`src/sv/nna_pkg.sv`:
```
// Package with the shared codes and constants of the activation unit.
package nna_pkg;

    typedef enum logic [1:0] {
        KIND_IDENTITY = 2'd0,
        KIND_RELU     = 2'd1,
        KIND_LEAKY    = 2'd2,
        KIND_SOFTMAX  = 2'd3
    } t_kind;

    typedef enum logic [1:0] {
        CFG_KIND  = 2'd0,
        CFG_DERIV = 2'd1,
        CFG_SLOPE = 2'd2,
        CFG_NONE  = 2'd3
    } t_cfg_index;

    localparam logic [31:0] LN2_Q32      = 32'd2977044472;
    localparam logic [3:0]  TAYLOR_TERMS = 4'd14;
    localparam logic [5:0]  K_LIMIT      = 6'd33;
    localparam logic [15:0] SLOPE_RESET  = 16'd655;

endpackage

```
`src/sv/nna_elem.sv`:
```
// Elementwise functions and derivatives for identity, ReLU and leaky ReLU.
module nna_elem #(
    parameter int FRAC_BITS = 16
) (
    input  logic signed [31:0] i_x,
    input  logic [1:0]         i_kind,
    input  logic               i_deriv,
    input  logic [15:0]        i_slope,
    output logic signed [31:0] o_y
);
    localparam logic [31:0] ONE = 32'(1) << FRAC_BITS;

    logic signed [48:0] leak_prod;
    logic [47:0]        slope_sh;
    logic               neg;

    always_comb begin
        neg       = i_x[31];
        leak_prod = $signed({1'b0, i_slope}) * 49'(i_x);
        slope_sh  = {i_slope, 32'd0} >> (32 - FRAC_BITS + 16);
        o_y       = i_x;
        if (!i_deriv) begin
            case (i_kind)
                nna_pkg::KIND_RELU:  o_y = neg ? '0 : i_x;
                nna_pkg::KIND_LEAKY: o_y = neg ? 32'(leak_prod >>> 16) : i_x;
                default:             o_y = i_x;
            endcase
        end else begin
            case (i_kind)
                nna_pkg::KIND_RELU:  o_y = neg ? '0 : ONE;
                nna_pkg::KIND_LEAKY: o_y = neg ? slope_sh[31:0] : ONE;
                default:             o_y = ONE;
            endcase
        end
    end
endmodule
```
`config.mk`:
```
export PLATFORM = sky130hd
export DESIGN_NAME = nna_elem
export DESIGN_NICKNAME = d
export VERILOG_FILES = /design/src/sv/nna_pkg.sv /design/src/sv/nna_elem.sv
export SDC_FILE = /design/constraint.sdc
export NUM_CORES = 1
export LEC_CHECK = 0
export BUFFER_PORTS_ARGS = -buffer_cell sky130_fd_sc_hd__buf_4
export CORE_MARGIN = 2
export CORE_UTILIZATION = 30
export DETAILED_ROUTE_END_ITERATION = 10
export PLACE_DENSITY = 0.51
export RECOVER_POWER = 50
export SLEW_MARGIN = 20
export SYNTH_ARGS = -nofsm -noshare
export SYNTH_HDL_FRONTEND = slang
export SYNTH_SLANG_ARGS = --single-unit
```
`constraint.sdc`:
```
create_clock -name vclk -period 25.6
set_input_delay 5.12 -clock vclk [all_inputs]
set_output_delay 5.12 -clock vclk [all_outputs]
set_load 0.02 [all_outputs]
```
==> qor.yml, run 1 <==
status: "finished with violations"
violations: "max-capacitance violations, max-slew violations"
hp-class: "in -> out"
synth_area_um2: 18100
whs_endpoint: "o_y[26]"
max_slew_margin: -0.483
required_ns: 20.48
cts_resized: 0
drtPass1Iterations: 5
synth-seq-area-share: 0
drc_errors: 0
grt_pass1_wl_um: 87400
synthMuxAreaShare: 0.00166
wl_met2_um: 26000
die-width_um: 249
avgSynthCellArea_um2: 8.63
die_h_um: 249
finalSetupTns_ns: 0
drt-initial-drc-count: 816
cp_max_fo: 33
synth_top_family_by_area: "adder cells"
yosys.area_share.simple: 0.167
synthDistinctLibCells: 58
nClkBuffers: 0
drv_cap: 1
area_delta_synth_final_pct: 6.55
arrival_ns: 13.63
worst_slew_pin_slew_ns: 2.22
fin_crit_sh: 0.732
num_rows: 89
slew_viol_final: 34
antenna_found_initial: 4
start_util: 0.305
port_buffers: 83
post_cts_buffers: 0
finalWirelength_um: 54400
post_synth_fa_ha_maj_area_fraction: 0.613
ctsHoldBuffers: 0
hold_viol: 0
hold_start: "i_deriv"
core_region_area_um2: 59200
antenna_left: 0
gp_congestion: 0.972
sequential_cell_total: 0
routed.top_layer: "met5"
worstHoldPathCells: 3
route.met3.wl_um: 3620
via_per_inst: 4.85
multiInputGateArea_um2: 15500
synthXorXnorAreaFrac: 0.0184
grt_setup_unrepaired: "false"
met1_length_um: 23800
critical_path_class: "in -> out"
die_area_um2: 62200
routedWlPerCell_um: 19.0
setup_violations: 0
diodes: 0
yosysWarnings: 0
hpwl_um: 40900
finalCriticalPeriod_ns: 18.75
seq_area_um2: 0
grtUsageTotal: 0.181
grt_pass1_vias: 15200
cp-end-kind: "output port"
grt_overflow: 0
clock.fmax_mhz: 53.3
critPathLaunchType: "input port"
nFillCells: 6346
vias: 13900
num_io_pins: 83
synth_cells: 2094
syn_nets: 2741
drive_gt1_frac: 0.0437
grt_max_degree: 34
nNetsFinal: 2731
synth_compound_area_frac: 0.0605
-- cells in the mapped netlist (2+ instances only) --
library cell  instances  share of area
or3_1                 3         0.0010
a21o_1               22         0.0091
xor2_1               14         0.0068
a21oi_2               2        0.00097
o221a_1               2         0.0012
and2_1              220          0.076
nand2b_1              3         0.0010
clkbuf_1             94          0.020
mux2i_1               3         0.0017
a221oi_1              3         0.0015
and3_1                5         0.0017
buf_2                 2        0.00055
a211oi_1              3         0.0012
ha_1                114          0.079
a22oi_1               7         0.0029
a32o_1                2         0.0011
o22ai_1               3         0.0010
nand2_1             336          0.070
o21ai_0              34         0.0094
fa_1                482           0.53
nor2_1               23         0.0048
a21oi_1              45          0.012
a211oi_2              4         0.0028
o21ai_1               8         0.0022
nor3b_1               2        0.00083
inv_1               571           0.12
nand4_1               8         0.0028
o21a_1                2        0.00083
a31oi_1               7         0.0024
o21ai_2               3         0.0015
xnor2_1              24          0.012
a22o_1                3         0.0015
nor3_1                8         0.0022
nand3_1               8         0.0022
-- cells by family (layout without fill, tap and decap cells) --
group,Yosys count,count (layout)
compound gates,164,164
xor+xnor,38,38
fa+ha+maj,596,596
buf+inv,668,656
mux,3,3
simple gates,625,625
-- worst max-delay path by stage --
stage / startpoint / end / cells after the start / slack (ns)
4_1_cts: i_slope[2] / o_y[29] / 22 / 8.84
3_3_place_gp: i_slope[2] / o_y[29] / 22 / 8.89
5_1_grt: i_slope[3] / o_y[29] / 22 / 6.20
6_report: i_slope[3] / o_y[29] / 22 / 6.85
3_5_place_dp: i_slope[2] / o_y[29] / 22 / 8.88
2_1_floorplan: i_x[31] / o_y[24] / 23 / 9.48
-- cells in the final DEF (no fill, tap or decap), types with 2 or more instances in the layout --
cell type / n
clkbuf_1: 6
or3_1: 3
o21ai_1: 5
o22ai_1: 3
a221oi_1: 3
o21ai_0: 39
a21oi_2: 2
nand2b_1: 3
a22oi_1: 7
a31oi_1: 7
nor3_1: 8
nor2_1: 24
mux2i_1: 3
xor2_1: 14
a211oi_2: 2
a22o_1: 3
o21a_1: 2
a211oi_1: 5
inv_1: 571
nand2_1: 336
a32o_1: 2
xnor2_1: 24
ha_1: 114
fa_1: 482
and2_1: 220
o221a_1: 2
buf_4: 79
nand3_1: 8
nand4_1: 8
a21oi_1: 45
and3_1: 5
nor3b_1: 2
a21o_1: 22
-- stage by stage --
step           std cells  worst slack, ns   util  hold WS (ns)  area [um^2]
2_1_floorplan       2094             9.48      -         10.42        18100
3_3_place_gp        2855             8.89  0.326         10.75        19300
3_5_place_dp        2855             8.88  0.326         10.74        19300
4_1_cts             2855             8.84  0.326         10.75        19300
5_1_grt             2855             6.20  0.325         10.78        19300
6_report            2855             6.85  0.325         10.76        19300
-- final cells by class --
class / count / share of cell area
tap: 773 / 0.0502
inverter: 571 / 0.111
multi-input combinational: 1426 / 0.806
timing repair buffer: 85 / 0.0320
-- critical path, stage by stage --
cell	delay, ns
clkbuf_1	1.55
nand2_1	0.21
fa_1	0.58
fa_1	0.56
fa_1	0.52
inv_1	0.05
fa_1	0.50
fa_1	0.50
inv_1	0.05
fa_1	0.47
inv_1	0.04
ha_1	0.42
nand2_1	0.18
o21ai_0	0.38
a21oi_1	0.17
a211oi_1	0.65
o21ai_0	0.47
o221ai_4	0.38
a21boi_2	0.12
xnor2_1	0.25
o221a_1	0.25
buf_4	0.15
-- metal layers --
| metal | GRT usage | vias up |
|---|---|---|
| met3 | 0.0291 | 63 |
| met2 | 0.306 | 466 |
| met1 | 0.248 | 7324 |
| met5 | 0 | - |
| met4 | 0.0248 | 4 |
| li1 | - | 6004 |
Power of run 1 is not shown: default switching activity piles up to over one toggle a cycle in this logic, so the estimate is an artifact.
==> run 2, diff against run 1 <==
Clock period 25.6 ns to 18.5 ns, I/O delays scaled along.
==> run 2 against run 1 <==
Effect of this change:
- the run still ends with max-capacitance violations, max-slew violations left
- first-iteration DRC count is 7.5% lower
- design area stayed put
- non-clock buffer count stayed put
==> qor.yml, run 2 (same netlist as run 1, synthesis figures left out) <==
num_io_pins: 83
crit_top_cell: "fa_1"
hpwl_um: 41000
port_buffers: 83
max_stage_delay_ns: 1.50
mostFrequentLayoutCell: "inv_1"
max_slew_margin: -0.443
critPathLaunchType: "input port"
cpLargestDelayFamily: "adder cells"
post_cts_buffers: 0
clock.fmax_mhz: 62.8
hp-class: "in -> out"
drv_cap: 1
routedWlPerCell_um: 19.1
nFillCells: 6336
nNetsFinal: 2731
path_buf_inv: 5
required_ns: 14.80
final_cell_mix: "571 x inv_1, 482 x fa_1, 336 x nand2_1, 219 x and2_1, 114 x ha_1"
drtPass1Iterations: 5
setup_violations: 0
slew_viol_final: 34
grtUsageTotal: 0.180
grt_pass1_wl_um: 87600
cp-end-kind: "output port"
diodes: 0
start_util: 0.305
nClkBuffers: 0
cp_max_fo: 33
grt_pass1_vias: 15200
finalWirelength_um: 54500
finalSetupTns_ns: 0
num_rows: 89
area_delta_synth_final_pct: 6.55
seq_area_um2: 0
critical_path_class: "in -> out"
hold_viol: 0
drc_errors: 0
antenna_found_initial: 3
drive_gt1_frac: 0.0437
die_h_um: 249
grt_max_degree: 34
grt_overflow: 0
sequential_cell_total: 0
cts_resized: 0
core_region_area_um2: 59200
die_area_um2: 62200
fin_crit_sh: 0.861
worst_slew_pin_slew_ns: 2.16
grt_setup_unrepaired: "false"
cp_slowest_cell: "clkbuf_1"
path_cells: "clkbuf_1, nand2_1, fa_1, fa_1, fa_1, inv_1, fa_1, fa_1, inv_1, fa_1, inv_1, ha_1, nand2_1, o21ai_0, a21oi_1, a211oi_1, o21ai_0, o221ai_4, a21boi_2, xnor2_1, o221a_1, buf_4"
violations: "max-capacitance violations, max-slew violations"
drt-initial-drc-count: 755
die-width_um: 249
vias: 13800
gp_congestion: 0.970
antenna_left: 0
status: "finished with violations"
arrival_ns: 12.23
ctsHoldBuffers: 0
finalCriticalPeriod_ns: 15.93
via_per_inst: 4.83
-- run 2: metrics by stage --
| step | instances | area (um^2) | utilization | hold WS [ns] | worst slack, ns |
|---|---|---|---|---|---|
| 3_3_place_gp | 2855 | 19300 | 0.326 | 7.91 | 4.63 |
| 2_1_floorplan | 2094 | 18100 | - | 7.58 | 5.22 |
| 4_1_cts | 2855 | 19300 | 0.326 | 7.89 | 4.56 |
| 3_5_place_dp | 2855 | 19300 | 0.326 | 7.89 | 4.61 |
| 5_1_grt | 2855 | 19300 | 0.325 | 7.94 | 2.11 |
| 6_report | 2855 | 19300 | 0.325 | 7.92 | 2.57 |
-- run 2: area by class of cell --
class	count	area (um^2)	share of cell area
Timing Repair Buffer	85	616	0.0320
Inverter	571	2140	0.111
Multi-Input combinational cell	1426	15500	0.806
Tap cell	773	967	0.0502
-- run 2: routing by layer --
layer | part of all wire | GRT usage
met5 | 0 | 0
met4 | 0.013 | 0.0176
met3 | 0.063 | 0.0227
met2 | 0.49 | 0.314
met1 | 0.44 | 0.247
-- run 2: tightest hold or removal path, delay by kind of cell --
family / cells / cell delay, ns
compound gates: 1 / 0.07
buf+inv: 2 / 0.44
-- run 2: final timing paths --
check,start,end,cells after the start
worst max-delay path,i_slope[3],o_y[29],22
worst min-delay path,i_deriv,o_y[26],3
Power of run 2 is left out for the same reason.
