## src/sv/nna_pkg.sv

```systemverilog
// Package with the shared codes and constants of the activation unit.
package nna_pkg;

    typedef enum logic [1:0] {
        KIND_IDENTITY = 2'd0,
        KIND_RELU     = 2'd1,
        KIND_LEAKY    = 2'd2,
        KIND_SOFTMAX  = 2'd3
    } t_kind;

    typedef enum logic [1:0] {
        CFG_KIND  = 2'd0,
        CFG_DERIV = 2'd1,
        CFG_SLOPE = 2'd2,
        CFG_NONE  = 2'd3
    } t_cfg_index;

    localparam logic [31:0] LN2_Q32      = 32'd2977044472;
    localparam logic [3:0]  TAYLOR_TERMS = 4'd14;
    localparam logic [5:0]  K_LIMIT      = 6'd33;
    localparam logic [15:0] SLOPE_RESET  = 16'd655;

endpackage

```

## src/sv/nna_div.sv

```systemverilog
// Serial restoring divider producing one quotient bit per cycle.
module nna_div #(
    parameter int NW = 32,
    parameter int DW = 32
) (
    input  logic          i_clk,
    input  logic          i_rst_n,
    input  logic          i_start,
    input  logic [NW-1:0] i_num,
    input  logic [DW-1:0] i_den,
    output logic          o_done,
    output logic [NW-1:0] o_quot
);
    localparam int CW = $clog2(NW + 1);

    logic          r_busy, n_busy;
    logic          r_done, n_done;
    logic [CW-1:0] r_cnt, n_cnt;
    logic [NW-1:0] r_num, n_num;
    logic [NW-1:0] r_quot, n_quot;
    logic [DW:0]   r_rem, n_rem;
    logic [DW-1:0] r_den, n_den;
    logic [DW:0]   rem_sh;

    always_comb begin
        n_busy = r_busy;
        n_done = 1'b0;
        n_cnt  = r_cnt;
        n_num  = r_num;
        n_quot = r_quot;
        n_rem  = r_rem;
        n_den  = r_den;
        rem_sh = {r_rem[DW-1:0], r_num[NW-1]};
        if (i_start) begin
            n_busy = 1'b1;
            n_cnt  = CW'(NW);
            n_num  = i_num;
            n_den  = i_den;
            n_rem  = '0;
            n_quot = '0;
        end else if (r_busy) begin
            n_num = {r_num[NW-2:0], 1'b0};
            if (rem_sh >= {1'b0, r_den}) begin
                n_rem  = rem_sh - {1'b0, r_den};
                n_quot = {r_quot[NW-2:0], 1'b1};
            end else begin
                n_rem  = rem_sh;
                n_quot = {r_quot[NW-2:0], 1'b0};
            end
            n_cnt = r_cnt - CW'(1);
            if (r_cnt == CW'(1)) begin
                n_busy = 1'b0;
                n_done = 1'b1;
            end
        end
    end

    always_ff @(posedge i_clk) begin
        if (!i_rst_n) begin
            r_busy <= 1'b0;
            r_done <= 1'b0;
            r_cnt  <= '0;
        end else begin
            r_busy <= n_busy;
            r_done <= n_done;
            r_cnt  <= n_cnt;
        end
        r_num  <= n_num;
        r_quot <= n_quot;
        r_rem  <= n_rem;
        r_den  <= n_den;
    end

    assign o_done = r_done;
    assign o_quot = r_quot;
endmodule

```

## src/sv/nna_exp.sv

```systemverilog
// Sequential exponential unit: range reduction by ln 2 and a Taylor series.
module nna_exp #(
    parameter int FRAC_BITS = 16
) (
    input  logic        i_clk,
    input  logic        i_rst_n,
    input  logic        i_start,
    input  logic [31:0] i_neg_d,
    output logic        o_done,
    output logic [31:0] o_exp
);
    localparam int AW = 64 - FRAC_BITS;

    typedef enum logic [5:0] {
        E_IDLE = 6'b000001,
        E_RED  = 6'b000010,
        E_MUL  = 6'b000100,
        E_DST  = 6'b001000,
        E_DWT  = 6'b010000,
        E_FIN  = 6'b100000
    } t_estate;

    t_estate             r_state, n_state;
    logic [AW-1:0]       r_a, n_a;
    logic [5:0]          r_k, n_k;
    logic [31:0]         r_r, n_r;
    logic [32:0]         r_term, n_term;
    logic signed [34:0]  r_acc, n_acc;
    logic [3:0]          r_i, n_i;
    logic [63:0]         r_prod, n_prod;
    logic                r_done, n_done;
    logic [31:0]         r_exp, n_exp;
    logic                div_start;
    logic                div_done;
    logic [31:0]         div_q;
    logic [34:0]         acc_pos;
    logic [34:0]         acc_sh;

    nna_div #(.NW(32), .DW(4)) u_div (
        .i_clk   (i_clk),
        .i_rst_n (i_rst_n),
        .i_start (div_start),
        .i_num   (r_prod[63:32]),
        .i_den   (r_i),
        .o_done  (div_done),
        .o_quot  (div_q)
    );

    always_comb begin
        n_state   = r_state;
        n_a       = r_a;
        n_k       = r_k;
        n_r       = r_r;
        n_term    = r_term;
        n_acc     = r_acc;
        n_i       = r_i;
        n_prod    = r_prod;
        n_done    = 1'b0;
        n_exp     = r_exp;
        div_start = 1'b0;
        acc_pos   = r_acc[34] ? '0 : r_acc;
        acc_sh    = acc_pos >> r_k;
        case (r_state)
            E_IDLE: begin
                if (i_start) begin
                    n_a     = {i_neg_d, {(32 - FRAC_BITS){1'b0}}};
                    n_k     = '0;
                    n_state = E_RED;
                end
            end
            E_RED: begin
                if (r_k == nna_pkg::K_LIMIT) begin
                    n_exp   = '0;
                    n_done  = 1'b1;
                    n_state = E_IDLE;
                end else if (r_a >= AW'(nna_pkg::LN2_Q32)) begin
                    n_a = r_a - AW'(nna_pkg::LN2_Q32);
                    n_k = r_k + 6'd1;
                end else begin
                    n_r     = r_a[31:0];
                    n_term  = 33'h1_0000_0000;
                    n_acc   = 35'sh1_0000_0000;
                    n_i     = 4'd1;
                    n_state = E_MUL;
                end
            end
            E_MUL: begin
                n_prod  = r_term[32] ? {r_r, 32'd0} : (64'(r_term[31:0]) * 64'(r_r));
                n_state = E_DST;
            end
            E_DST: begin
                div_start = 1'b1;
                n_state   = E_DWT;
            end
            E_DWT: begin
                if (div_done) begin
                    n_term = {1'b0, div_q};
                    if (r_i[0]) begin
                        n_acc = r_acc - $signed({3'b000, div_q});
                    end else begin
                        n_acc = r_acc + $signed({3'b000, div_q});
                    end
                    if (r_i == nna_pkg::TAYLOR_TERMS) begin
                        n_state = E_FIN;
                    end else begin
                        n_i     = r_i + 4'd1;
                        n_state = E_MUL;
                    end
                end
            end
            E_FIN: begin
                n_exp   = 32'(acc_sh >> (32 - FRAC_BITS));
                n_done  = 1'b1;
                n_state = E_IDLE;
            end
            default: n_state = E_IDLE;
        endcase
    end

    always_ff @(posedge i_clk) begin
        if (!i_rst_n) begin
            r_state <= E_IDLE;
            r_done  <= 1'b0;
        end else begin
            r_state <= n_state;
            r_done  <= n_done;
        end
        r_a    <= n_a;
        r_k    <= n_k;
        r_r    <= n_r;
        r_term <= n_term;
        r_acc  <= n_acc;
        r_i    <= n_i;
        r_prod <= n_prod;
        r_exp  <= n_exp;
    end

    assign o_done = r_done;
    assign o_exp  = r_exp;
endmodule

```

## config.mk

```make
export PLATFORM = sky130hd
export DESIGN_NAME = nna_exp
export DESIGN_NICKNAME = d
export VERILOG_FILES = /design/src/sv/nna_pkg.sv /design/src/sv/nna_div.sv /design/src/sv/nna_exp.sv
export SDC_FILE = /design/constraint.sdc
export NUM_CORES = 2
export LEC_CHECK = 0
export BUFFER_PORTS_ARGS = -buffer_cell sky130_fd_sc_hd__buf_2
export CORE_UTILIZATION = 60
export DETAILED_ROUTE_END_ITERATION = 12
export PLACE_DENSITY = 0.85
export SETUP_SLACK_MARGIN = 0.5
export SYNTH_ARGS = -nofsm -noshare
export SYNTH_HDL_FRONTEND = slang
export SYNTH_SLANG_ARGS = --single-unit
export TNS_END_PERCENT = 100
```

## constraint.sdc

```tcl
create_clock -name i_clk -period 13 [get_ports i_clk]
set_input_delay 0.65 -clock i_clk [delete_from_list [all_inputs] [get_ports i_clk]]
set_output_delay 0.65 -clock i_clk [all_outputs]
set_load 0.01 [all_outputs]
```

==> results.md <==
* IO Pins at 68
* Overflow after GRT at 0
* Critical path class: reg2reg
* Max VDD drop at 120 uV
* # rows at 101
* CP Capture Type: flip-flop
* Startpoint types: flip-flop
* Tot Pwr at 0.00231 W
* Synth Flop Type: edfxtp_1
* Die Span X at 279 um
* Routed vias at 33900
* Slowest CP cell: edfxtp_1
* Routed WL at 112000 um
* H-Tree Depth at 1
* Clock Latency Late Sink at 580 ps
* Slew headroom at 0.200
* Area of the core at 75800 um^2
* Area added between synthesis and finish at 4.44%
* Router iterations before antenna repair at 5
* Fin cells at 5760
* Top post-synthesis cells by area: fa_1 (35%), edfxtp_1 (16%), ha_1 (10%)
* Most numerous cell in the Yosys netlist: inv_1
* IO buf count at 53
* Pins Over Slew Limit at 0
* Largest family of logic cells by synthesized area: adder cells
* Layout cell share with drive strength beyond 1 at 0.0439
* Largest net degree at the start of global routing at 81
* Clock Skew at 27.3 ps
* Critical path data required time at 13330 ps
* Clk root buf: clkbuf_16
* Ys Warns at 0
* Count of hold-fix buffers inserted at cts at 0
* Maximum buffer depth of the clock tree at 3
* CP bufs+invs at 6
* Netlist Area Pre-Place at 46000 um^2
* Yosys cell types at 85
* Worst Tran Pin Value at 1200 ps
* MaxCap Viol Count at 0
* Postcts setup bufs at 0
* Die ar. at 77700 um^2
* Tmin final at 9130 ps
* Final setup margin at 3870 ps
* Largest area contributor in the netlist: fa_1
* Top cells by count, synth: inv_1 (887), fa_1 (809), nand2_1 (622)
* Wire per inst at 19.4 um
* Cts bufs inserted at 31
* NumNets Final at 5973
* DRT antenna net count at 0
* DRC at 0
* Avg Cell Area, Syn at 9.46 um^2
* CP top delay family: adder cells
* Number of synthesized flops with an enable pin at 238
* Vias in the first global route at 36800
* XOR/XNOR Fraction of Synth Area at 0.0259
* Syn Inst Count at 4858
* Final GP Congestion at 0.898
* Initial DRC Count at 2673
* Fin area at 48000 um^2
* Gr usage total at 0.297
* PD cells at 48.1 nW/um^2
* Mux contribution to synthesized area at 0.0133
* Yosys top cell area share at 0.352
* Sequential-to-total area share from yosys stat at 0.178
* Compound-gate portion of the synthesized area at 0.0599
* Most used cell, CP: fa_1
* Largest stage delay on the critical path at 850 ps
* Ys async rst share at 0
* Run status: completed
* Post-route setup TNS at 0 ps
* Post-cts sizing count at 0
* Post-Synth Adder-Cell Area at 0.454
* Initial antenna violation count at 1
* Final Hold Viols at 0
* CP Max Fanout at 29
* Clock-pin slew on the worst setup and hold paths at 60 ps
* Sinks on the clock net at 289
* RSZ-0062 raised after global routing: false
* Seq cells post-synth at 289
* Max Freq at 0.109 GHz
* Die Y at 279 um
* Avg Vias per Cell at 5.89
* Area after DPL at 47000 um^2
* Final Setup Violations at 0
* Cells after DPL at 5701
* Final period utilization at 0.703
* Initial Utilization at 0.606
* Pleak at 23.0 nW
* First-pass GRT wire length at 184000 um
* WP data arrival at 9460 ps
* Post-Synth Simple-Gate Area at 0.173
* Detail Placement HPWL at 82100 um
* Worst hold path class: in2reg
* Setup slack at placement at 3920 ps
* TritonCTS clock tree: yes
registers in the layout, summed over array words and instances, names as in the netlist, 4 cells and up:
signal / cells
r_k: 6
o_exp: 18
r_term: 33
r_prod: 32
r_i: 4
r_acc: 35
r_a: 45
u_div.r_num: 32
u_div.r_den: 4
r_r: 29
u_div.r_cnt: 6
u_div.r_rem: 4
r_state: 6
u_div.o_quot: 32
power breakdown:
part | internal [W] | total, W | switching [W]
clock | 0.000502 | 0.000872 | 0.000371
combinational | 0.000152 | 0.000355 | 0.000203
sequential | 0.00103 | 0.00108 | 0.0000473
kinds of logic (layout without fill, tap and decap cells):
| kind of cell | after synthesis | count (layout) |
|---|---|---|
| flops | 289 | 289 |
| fa+ha+maj | 1182 | 1182 |
| xor+xnor | 136 | 136 |
| mux | 58 | 58 |
| other cells | 1 | 15 |
| simple gates | 1599 | 1599 |
| compound gates | 427 | 427 |
| buf+inv | 1166 | 1076 |
per-stage QoR:
stage / hold WS [ps] / util
after CTS: 323 / 0.633
final: 336 / 0.633
after global routing: 344 / 0.633
after detailed placement: 471 / 0.620
after floorplan: 424 / -
after global placement: 458 / 0.620
layer usage:
layer  global-route usage  wire length (um)
met1                0.358             40400
met2                0.519             55900
met3               0.0418              9390
met4                0.156              6370
met5                    0                 0
area by class of cell:
cell class	instances	area, um^2
Multi-Input combinational cell	3416	33400
Fill cell	5758	27800
Sequential cell	289	8170
Inverter	891	3340
Tap cell	978	1220
Clock buffer	46	902
Timing Repair Buffer	127	821
Clock inverter	12	109
Antenna cell	1	2.50
worst paths after layout:
| kind | from | to | slack (ps) | depth (start not counted) |
|---|---|---|---|---|
| max reg2reg | r_term[10]$_SDFFCE_PN0P_ | r_prod[63]$_DFFE_PP_ | 3870 | 25 |
| min reg2reg | u_div.r_rem[3]$_SDFFE_PP0P_ | u_div.r_rem[3]$_SDFFE_PP0P_ | 490 | 2 |
| max | r_term[10]$_SDFFCE_PN0P_ | r_prod[63]$_DFFE_PP_ | 3870 | 25 |
| min | i_start | r_state[2]$_SDFFE_PN0P_ | 340 | 2 |
layout by cell type, fill, tap and decap left out, types with 6 or more instances in the layout:
cell | synthesis | layout
inv_1 | 887 | 887
fa_1 | 809 | 809
nand2_1 | 622 | 622
and2_1 | 579 | 579
ha_1 | 373 | 373
edfxtp_1 | 238 | 238
nor2_1 | 198 | 198
a21oi_1 | 111 | 111
o21ai_0 | 106 | 104
xnor2_1 | 82 | 82
buf_4 | 14 | 74
xor2_1 | 54 | 54
buf_2 | 0 | 53
mux2i_1 | 52 | 52
dfxtp_1 | 51 | 50
a21o_1 | 47 | 47
nand3_1 | 45 | 45
clkbuf_16 | 0 | 31
nor3_1 | 29 | 28
nand4_1 | 26 | 26
a31oi_1 | 23 | 23
a211oi_1 | 20 | 20
nand2b_1 | 15 | 14
nor2b_1 | 14 | 14
o21bai_1 | 14 | 14
conb_1 | 1 | 14
nor4_1 | 11 | 11
or3_1 | 11 | 11
o211ai_1 | 10 | 10
o21a_1 | 10 | 10
and3_1 | 9 | 9
nand3b_1 | 8 | 8
o21ai_1 | 7 | 8
clkbuf_1 | 251 | 8
nor3b_1 | 7 | 7
clkbuf_8 | 0 | 7
a22oi_1 | 6 | 6
o31ai_1 | 6 | 6
No activity file was read; power rests on OpenSTA's default activity.
