===== src/sv/nna_div.sv =====
// Serial restoring divider producing one quotient bit per cycle.
module nna_div #(
    parameter int NW = 32,
    parameter int DW = 32
) (
    input  logic          i_clk,
    input  logic          i_rst_n,
    input  logic          i_start,
    input  logic [NW-1:0] i_num,
    input  logic [DW-1:0] i_den,
    output logic          o_done,
    output logic [NW-1:0] o_quot
);
    localparam int CW = $clog2(NW + 1);

    logic          r_busy, n_busy;
    logic          r_done, n_done;
    logic [CW-1:0] r_cnt, n_cnt;
    logic [NW-1:0] r_num, n_num;
    logic [NW-1:0] r_quot, n_quot;
    logic [DW:0]   r_rem, n_rem;
    logic [DW-1:0] r_den, n_den;
    logic [DW:0]   rem_sh;

    always_comb begin
        n_busy = r_busy;
        n_done = 1'b0;
        n_cnt  = r_cnt;
        n_num  = r_num;
        n_quot = r_quot;
        n_rem  = r_rem;
        n_den  = r_den;
        rem_sh = {r_rem[DW-1:0], r_num[NW-1]};
        if (i_start) begin
            n_busy = 1'b1;
            n_cnt  = CW'(NW);
            n_num  = i_num;
            n_den  = i_den;
            n_rem  = '0;
            n_quot = '0;
        end else if (r_busy) begin
            n_num = {r_num[NW-2:0], 1'b0};
            if (rem_sh >= {1'b0, r_den}) begin
                n_rem  = rem_sh - {1'b0, r_den};
                n_quot = {r_quot[NW-2:0], 1'b1};
            end else begin
                n_rem  = rem_sh;
                n_quot = {r_quot[NW-2:0], 1'b0};
            end
            n_cnt = r_cnt - CW'(1);
            if (r_cnt == CW'(1)) begin
                n_busy = 1'b0;
                n_done = 1'b1;
            end
        end
    end

    always_ff @(posedge i_clk) begin
        if (!i_rst_n) begin
            r_busy <= 1'b0;
            r_done <= 1'b0;
            r_cnt  <= '0;
        end else begin
            r_busy <= n_busy;
            r_done <= n_done;
            r_cnt  <= n_cnt;
        end
        r_num  <= n_num;
        r_quot <= n_quot;
        r_rem  <= n_rem;
        r_den  <= n_den;
    end

    assign o_done = r_done;
    assign o_quot = r_quot;
endmodule


===== config.mk =====
export PLATFORM = sky130hd
export DESIGN_NAME = nna_div
export DESIGN_NICKNAME = d
export VERILOG_FILES = /design/src/sv/nna_div.sv
export SDC_FILE = /design/constraint.sdc
export NUM_CORES = 1
export LEC_CHECK = 0
export ABC_CLOCK_PERIOD_IN_PS = 2650
export BUFFER_PORTS_ARGS = -buffer_cell sky130_fd_sc_hd__buf_2
export CELL_PAD_IN_SITES_DETAIL_PLACEMENT = 1
export CELL_PAD_IN_SITES_GLOBAL_PLACEMENT = 1
export CORE_ASPECT_RATIO = 0.5
export CORE_MARGIN = 2
export CORE_UTILIZATION = 42
export CTS_BUF_LIST = sky130_fd_sc_hd__clkbuf_4 sky130_fd_sc_hd__clkbuf_8
export DETAILED_ROUTE_END_ITERATION = 10
export PLACE_DENSITY = 0.76
export SLEW_MARGIN = 20
export SYNTH_ARGS = -nofsm -noshare
export SYNTH_HDL_FRONTEND = slang
export SYNTH_SLANG_ARGS = --single-unit

===== constraint.sdc =====
create_clock -name i_clk -period 2.65 [get_ports i_clk]
set_clock_uncertainty 0.2 [all_clocks]
set_input_delay 0.3975 -clock i_clk [delete_from_list [all_inputs] [get_ports i_clk]]
set_output_delay 0.3975 -clock i_clk [all_outputs]
set_load 0.005 [all_outputs]

==> impl_metrics.xml <==
<?xml version="1.0" encoding="UTF-8"?>
<metrics>
  <group name="outcome">
    <metric name="status" unit="">finished, violations left</metric>
    <metric name="violations" unit="">negative setup slack</metric>
  </group>
  <group name="timing">
    <metric name="fin_setup_tns" unit="ps">-18170</metric>
    <metric name="timing.max_slew.rel_slack" unit="%">53.3</metric>
    <metric name="worst_slack" unit="ps">-646</metric>
    <metric name="grt_setup_unrepaired" unit="">yes</metric>
    <metric name="finalHoldViolations" unit="">0</metric>
    <metric name="max_freq" unit="MHz">303</metric>
    <metric name="crit_share_post_route" unit="%">124</metric>
    <metric name="count_of_final_setup_violators" unit="">33</metric>
    <metric name="finalWorstPathRequiredPeriod" unit="ps">3300</metric>
    <metric name="max_slew.worst_pin.slew" unit="ps">699</metric>
    <metric name="hold-worst-slack" unit="ps">23.4</metric>
    <metric name="final_number_of_max_transition_violations" unit="">0</metric>
  </group>
  <group name="placement">
    <metric name="hpwlAfterDp" unit="um">14400</metric>
    <metric name="placement.setup.worst_slack" unit="ps">-491</metric>
    <metric name="globalplace.congestion" unit="">0.868</metric>
    <metric name="buffer_ports.inserted" unit="">99</metric>
    <metric name="dp_cells" unit="">1108</metric>
  </group>
  <group name="cells_and_area">
    <metric name="finalNetCount" unit="">1053</metric>
    <metric name="post_layout_nonfiller_instances" unit="">1191</metric>
    <metric name="area_growth" unit="%">47.8</metric>
    <metric name="total_area_of_sequential_cells" unit="um2">3370</metric>
    <metric name="layout-drive-gt1-share" unit="%">44.5</metric>
    <metric name="n_fill_cell" unit="">1760</metric>
    <metric name="antenna_cells_inserted" unit="">0</metric>
    <metric name="multi_input_gate_area" unit="um2">4180</metric>
  </group>
  <group name="yosys">
    <metric name="largest_family_of_logic_cells_by_synthesized_area" unit="">compound AO/OA/AOI/OAI gates</metric>
    <metric name="synth_fa_ha_area_share" unit="%">6.33</metric>
    <metric name="synth_seq_area_share" unit="%">47.8</metric>
    <metric name="mappedNetlistArea" unit="um2">7040</metric>
    <metric name="number_of_register_bits_inferred_by_synthesis" unit="">136</metric>
    <metric name="post_synth_and_or_nand_nor_area_fraction" unit="%">12.8</metric>
    <metric name="dominantRegCellSynth" unit="">sky130_fd_sc_hd__dfxtp_1</metric>
    <metric name="yosys_warnings" unit="">0</metric>
    <metric name="syn-num-nets" unit="">796</metric>
    <metric name="ys_types" unit="">63</metric>
    <metric name="asyncSetResetFlopFracSynth" unit="%">0</metric>
    <metric name="synthesized_area_fraction_occupied_by_xor_and_xnor_cells" unit="%">3.11</metric>
    <metric name="synth.avg_cell_area" unit="um2">10.1</metric>
    <metric name="synth_edf_count" unit="">64</metric>
    <metric name="synth_mux_area_share" unit="%">10.9</metric>
    <metric name="syn_inst" unit="">694</metric>
    <metric name="synth_compound_area_share" unit="%">14.9</metric>
  </group>
  <group name="setup_path">
    <metric name="crit_slowest_cell" unit="">sky130_fd_sc_hd__nor3_1</metric>
    <metric name="critical_path_class" unit="">reg2reg</metric>
    <metric name="timing.critical_path.to" unit="">r_rem[27]$_SDFFE_PP0P_</metric>
    <metric name="critPathMaxFanout" unit="">23</metric>
    <metric name="critical_path.endpoint_type" unit="">register</metric>
    <metric name="crit_path_cell_trace" unit="">inv_1, ha_2, buf_4, nand4_1, nor3_1, a2bb2oi_4, o41ai_4, o21bai_4, buf_12, mux2i_2, a211oi_1</metric>
    <metric name="setup.worst_path.start" unit="">r_den[20]$_DFFE_PP_</metric>
    <metric name="timing.critical_path.required" unit="ps">2810</metric>
    <metric name="worstSetupStartpointType" unit="">register</metric>
    <metric name="reg2reg_from" unit="">r_den[20]$_DFFE_PP_</metric>
    <metric name="regToRegSetupSlack" unit="ps">-650</metric>
    <metric name="worstRegToRegCells" unit="">11</metric>
    <metric name="worst_path_largest_cell_delay" unit="ps">590</metric>
    <metric name="r2r_end" unit="">r_rem[27]$_SDFFE_PP0P_</metric>
    <metric name="critPathArrivalTime" unit="ps">3460</metric>
  </group>
  <group name="drt">
    <metric name="ant_nets" unit="">0</metric>
    <metric name="drt-vias-per-instance" unit="">5.74</metric>
    <metric name="average_wire_length_per_cell_after_detail_routing" unit="um">22.9</metric>
    <metric name="routed-via-count" unit="">6832</metric>
    <metric name="drt_first_pass_iters" unit="">5</metric>
    <metric name="route.final.wire_length" unit="um">27200</metric>
    <metric name="drt_iter0_drc" unit="">466</metric>
    <metric name="remaining_drc_errors" unit="">0</metric>
  </group>
  <group name="pwr">
    <metric name="seq_power_share" unit="%">41.9</metric>
    <metric name="cell_internal_pwr" unit="uW">3950</metric>
    <metric name="totalPowerFinal" unit="uW">5800</metric>
    <metric name="comb_power_share" unit="%">27.0</metric>
    <metric name="power.clock.fraction" unit="%">31.1</metric>
    <metric name="ir_worst_vdd" unit="V">0.000399</metric>
    <metric name="power.switching" unit="uW">1850</metric>
    <metric name="power_density" unit="nW/um2">558</metric>
    <metric name="switching_share" unit="%">31.9</metric>
    <metric name="cellLeakagePower" unit="uW">0.00442</metric>
  </group>
  <group name="floorplanning">
    <metric name="placementRows" unit="">33</metric>
    <metric name="boundaryPins" unit="">100</metric>
    <metric name="start_util" unit="%">42.9</metric>
    <metric name="die_width" unit="um">187</metric>
    <metric name="die-height" unit="um">95.5</metric>
    <metric name="dieArea" unit="um2">17900</metric>
    <metric name="design.core.area" unit="um2">16400</metric>
  </group>
  <group name="clock_network">
    <metric name="htree_levels" unit="">4</metric>
    <metric name="cts.sink_count" unit="">136</metric>
    <metric name="clock_insertion_delay_worst_skew" unit="ps">480</metric>
    <metric name="cts_root_buf" unit="">sky130_fd_sc_hd__clkbuf_8</metric>
    <metric name="cts_buffer_depth" unit="">2</metric>
    <metric name="clkSlewWorstSetupHoldPaths" unit="ps">90</metric>
    <metric name="cts_made_buffers" unit="">17</metric>
    <metric name="cts_tree" unit="">yes</metric>
  </group>
  <group name="run">
    <metric name="timing.max_cap.violations" unit="">0</metric>
  </group>
  <group name="global_routing">
    <metric name="globalRouteOverflowTotal" unit="">0</metric>
    <metric name="gr-usage-met2" unit="%">50.0</metric>
    <metric name="grt_start_max_net_pins" unit="">46</metric>
    <metric name="use_met1" unit="%">31.4</metric>
    <metric name="antenna_violations_before_repair" unit="">0</metric>
    <metric name="globalRouteTotalUtil" unit="%">28.1</metric>
    <metric name="grtUsageMet3" unit="%">7.73</metric>
    <metric name="grt_first_pass_wirelength" unit="um">38600</metric>
    <metric name="most_utilized_layer_in_the_global_route_result" unit="">met2</metric>
    <metric name="grt_pass1_vias" unit="">7279</metric>
  </group>
  <group name="min_path">
    <metric name="worstHoldPathType" unit="">in2reg</metric>
  </group>
</metrics>
kinds of logic after synthesis:
kind of cell | after synthesis
AND/OR/NAND/NOR | 196
AO/OA/AOI/OAI | 156
flip-flops | 136
buffers and inverters | 73
multiplexers | 73
adder cells (fa/ha/maj) | 35
XOR/XNOR | 25
sequential cells by signal, summed over array words and instances, names as in the netlist:
register,flops
o_quot,32
r_num,32
r_rem,32
r_cnt,6
r_den,32
r_busy,1
o_done,1
what timing repair did:
| item | CTS | global route |
|---|---|---|
| hold buffers | 36 | 0 |
| setup endpoints to repair | 33 | 33 |
| hold endpoints to repair | 37 | 0 |
| pin swaps | 17 | 35 |
| gates cloned | 3 | 0 |
| gates resized for setup | 72 | 85 |
| buffers inserted | 4 | 8 |
layout make-up:
type	instances	area share (%)
clock buffer	19	2.39
clock inverter	13	1.37
inverter	40	1.44
multi-input combinational	485	40.2
sequential	136	32.4
tap	227	2.73
timing repair buffer	271	19.5
power groups by stage:
stage	Clock (uW)	Sequential, uW	Combinational (uW)
final	1800	2430	1570
after floorplan	0	2440	673
after global routing	1920	2440	1650
after detailed placement	0	2460	1130
after global placement	0	2450	1090
after CTS	1830	2410	1300
synthesized netlist by cell type, types with 4 or more instances:
library cell               count  area share [%]
sky130_fd_sc_hd__xor2_1        8             1.0
sky130_fd_sc_hd__and4_1        7            0.87
sky130_fd_sc_hd__o21ai_0      20             1.4
sky130_fd_sc_hd__a21o_1        9            0.96
sky130_fd_sc_hd__xnor2_1      17             2.1
sky130_fd_sc_hd__mux2i_1      42             6.0
sky130_fd_sc_hd__dfxtp_1      72              20
sky130_fd_sc_hd__buf_2         7            0.50
sky130_fd_sc_hd__nand2b_1      5            0.44
sky130_fd_sc_hd__ha_1         34             6.0
sky130_fd_sc_hd__a32oi_1       5            0.62
sky130_fd_sc_hd__o21a_1        7            0.75
sky130_fd_sc_hd__buf_1         4            0.21
sky130_fd_sc_hd__clkbuf_1     20             1.1
sky130_fd_sc_hd__a211oi_1     23             2.5
sky130_fd_sc_hd__a21oi_1      48             3.4
sky130_fd_sc_hd__and2_1        6            0.53
sky130_fd_sc_hd__nor3_1       18             1.3
sky130_fd_sc_hd__inv_1        39             2.1
sky130_fd_sc_hd__nor2_1       92             4.9
sky130_fd_sc_hd__nand2_1      38             2.0
sky130_fd_sc_hd__nor2b_1       8            0.71
sky130_fd_sc_hd__o211ai_1      6            0.64
sky130_fd_sc_hd__a31oi_1       5            0.44
sky130_fd_sc_hd__edfxtp_1     64              27
sky130_fd_sc_hd__o31ai_1       6            0.64
sky130_fd_sc_hd__mux2_2       31             5.0
sky130_fd_sc_hd__nand3_1       8            0.57
critical path: cells and delay by family, from the launching register on:
| kind | cells | cell delay (ps) |
|---|---|---|
| buffers and inverters | 3 | 400 |
| and+or+nand+nor | 2 | 870 |
| adders and majority gates | 1 | 420 |
| AOI/OAI and AO/OA | 4 | 780 |
| muxes | 1 | 170 |
| DFF | 1 | 340 |
routing by layer:
metal | up-vias | wire length, um
met3 | 133 | 1690
li1 | 3029 | -
met2 | 327 | 13000
met5 | - | 0
met1 | 3343 | 11200
met4 | 0 | 1380
cells in the final DEF, fill, tap and decap left out, drive strengths merged, types with 7 or more instances in the layout:
cell	netlist	final
xor2	8	8
nor2	92	92
ha	34	34
dfxtp	72	72
and4	7	7
buf	13	234
edfxtp	64	64
dlygate4sd3	0	36
xnor2	17	17
nand3	8	8
o21a	7	7
clkinv	1	7
a211oi	23	23
inv	39	44
nor2b	8	8
a21o	9	9
mux2i	42	42
nand2	38	38
clkbuf	20	20
mux2	31	31
a21oi	48	48
nor3	19	19
o21ai	23	23
how the worst min path moves through the flow:
| stage | cells past startpoint | end | from |
|---|---|---|---|
| final | 2 | r_num[0]$_SDFFCE_PN0P_ | i_num[0] |
| after global routing | 2 | r_num[0]$_SDFFCE_PN0P_ | i_num[0] |
| after CTS | 2 | r_num[15]$_DFFE_PP_ | i_num[15] |
| after detailed placement | 2 | r_rem[18]$_SDFFE_PP0P_ | r_rem[18]$_SDFFE_PP0P_ |
| after global placement | 2 | r_cnt[0]$_SDFFE_PP0P_ | r_cnt[0]$_SDFFE_PP0P_ |
| after floorplan | 2 | r_rem[6]$_SDFFE_PP0P_ | r_rem[6]$_SDFFE_PP0P_ |
through the flow:
stage / utilization, % / cell area, um2
after global routing: 63.5 / 10400
after global placement: 53.0 / 8690
after detailed placement: 53.0 / 8690
after floorplan: - / 7150
final: 63.5 / 10400
after CTS: 60.5 / 9910
Note: power is estimated with default switching activity, not from simulation.
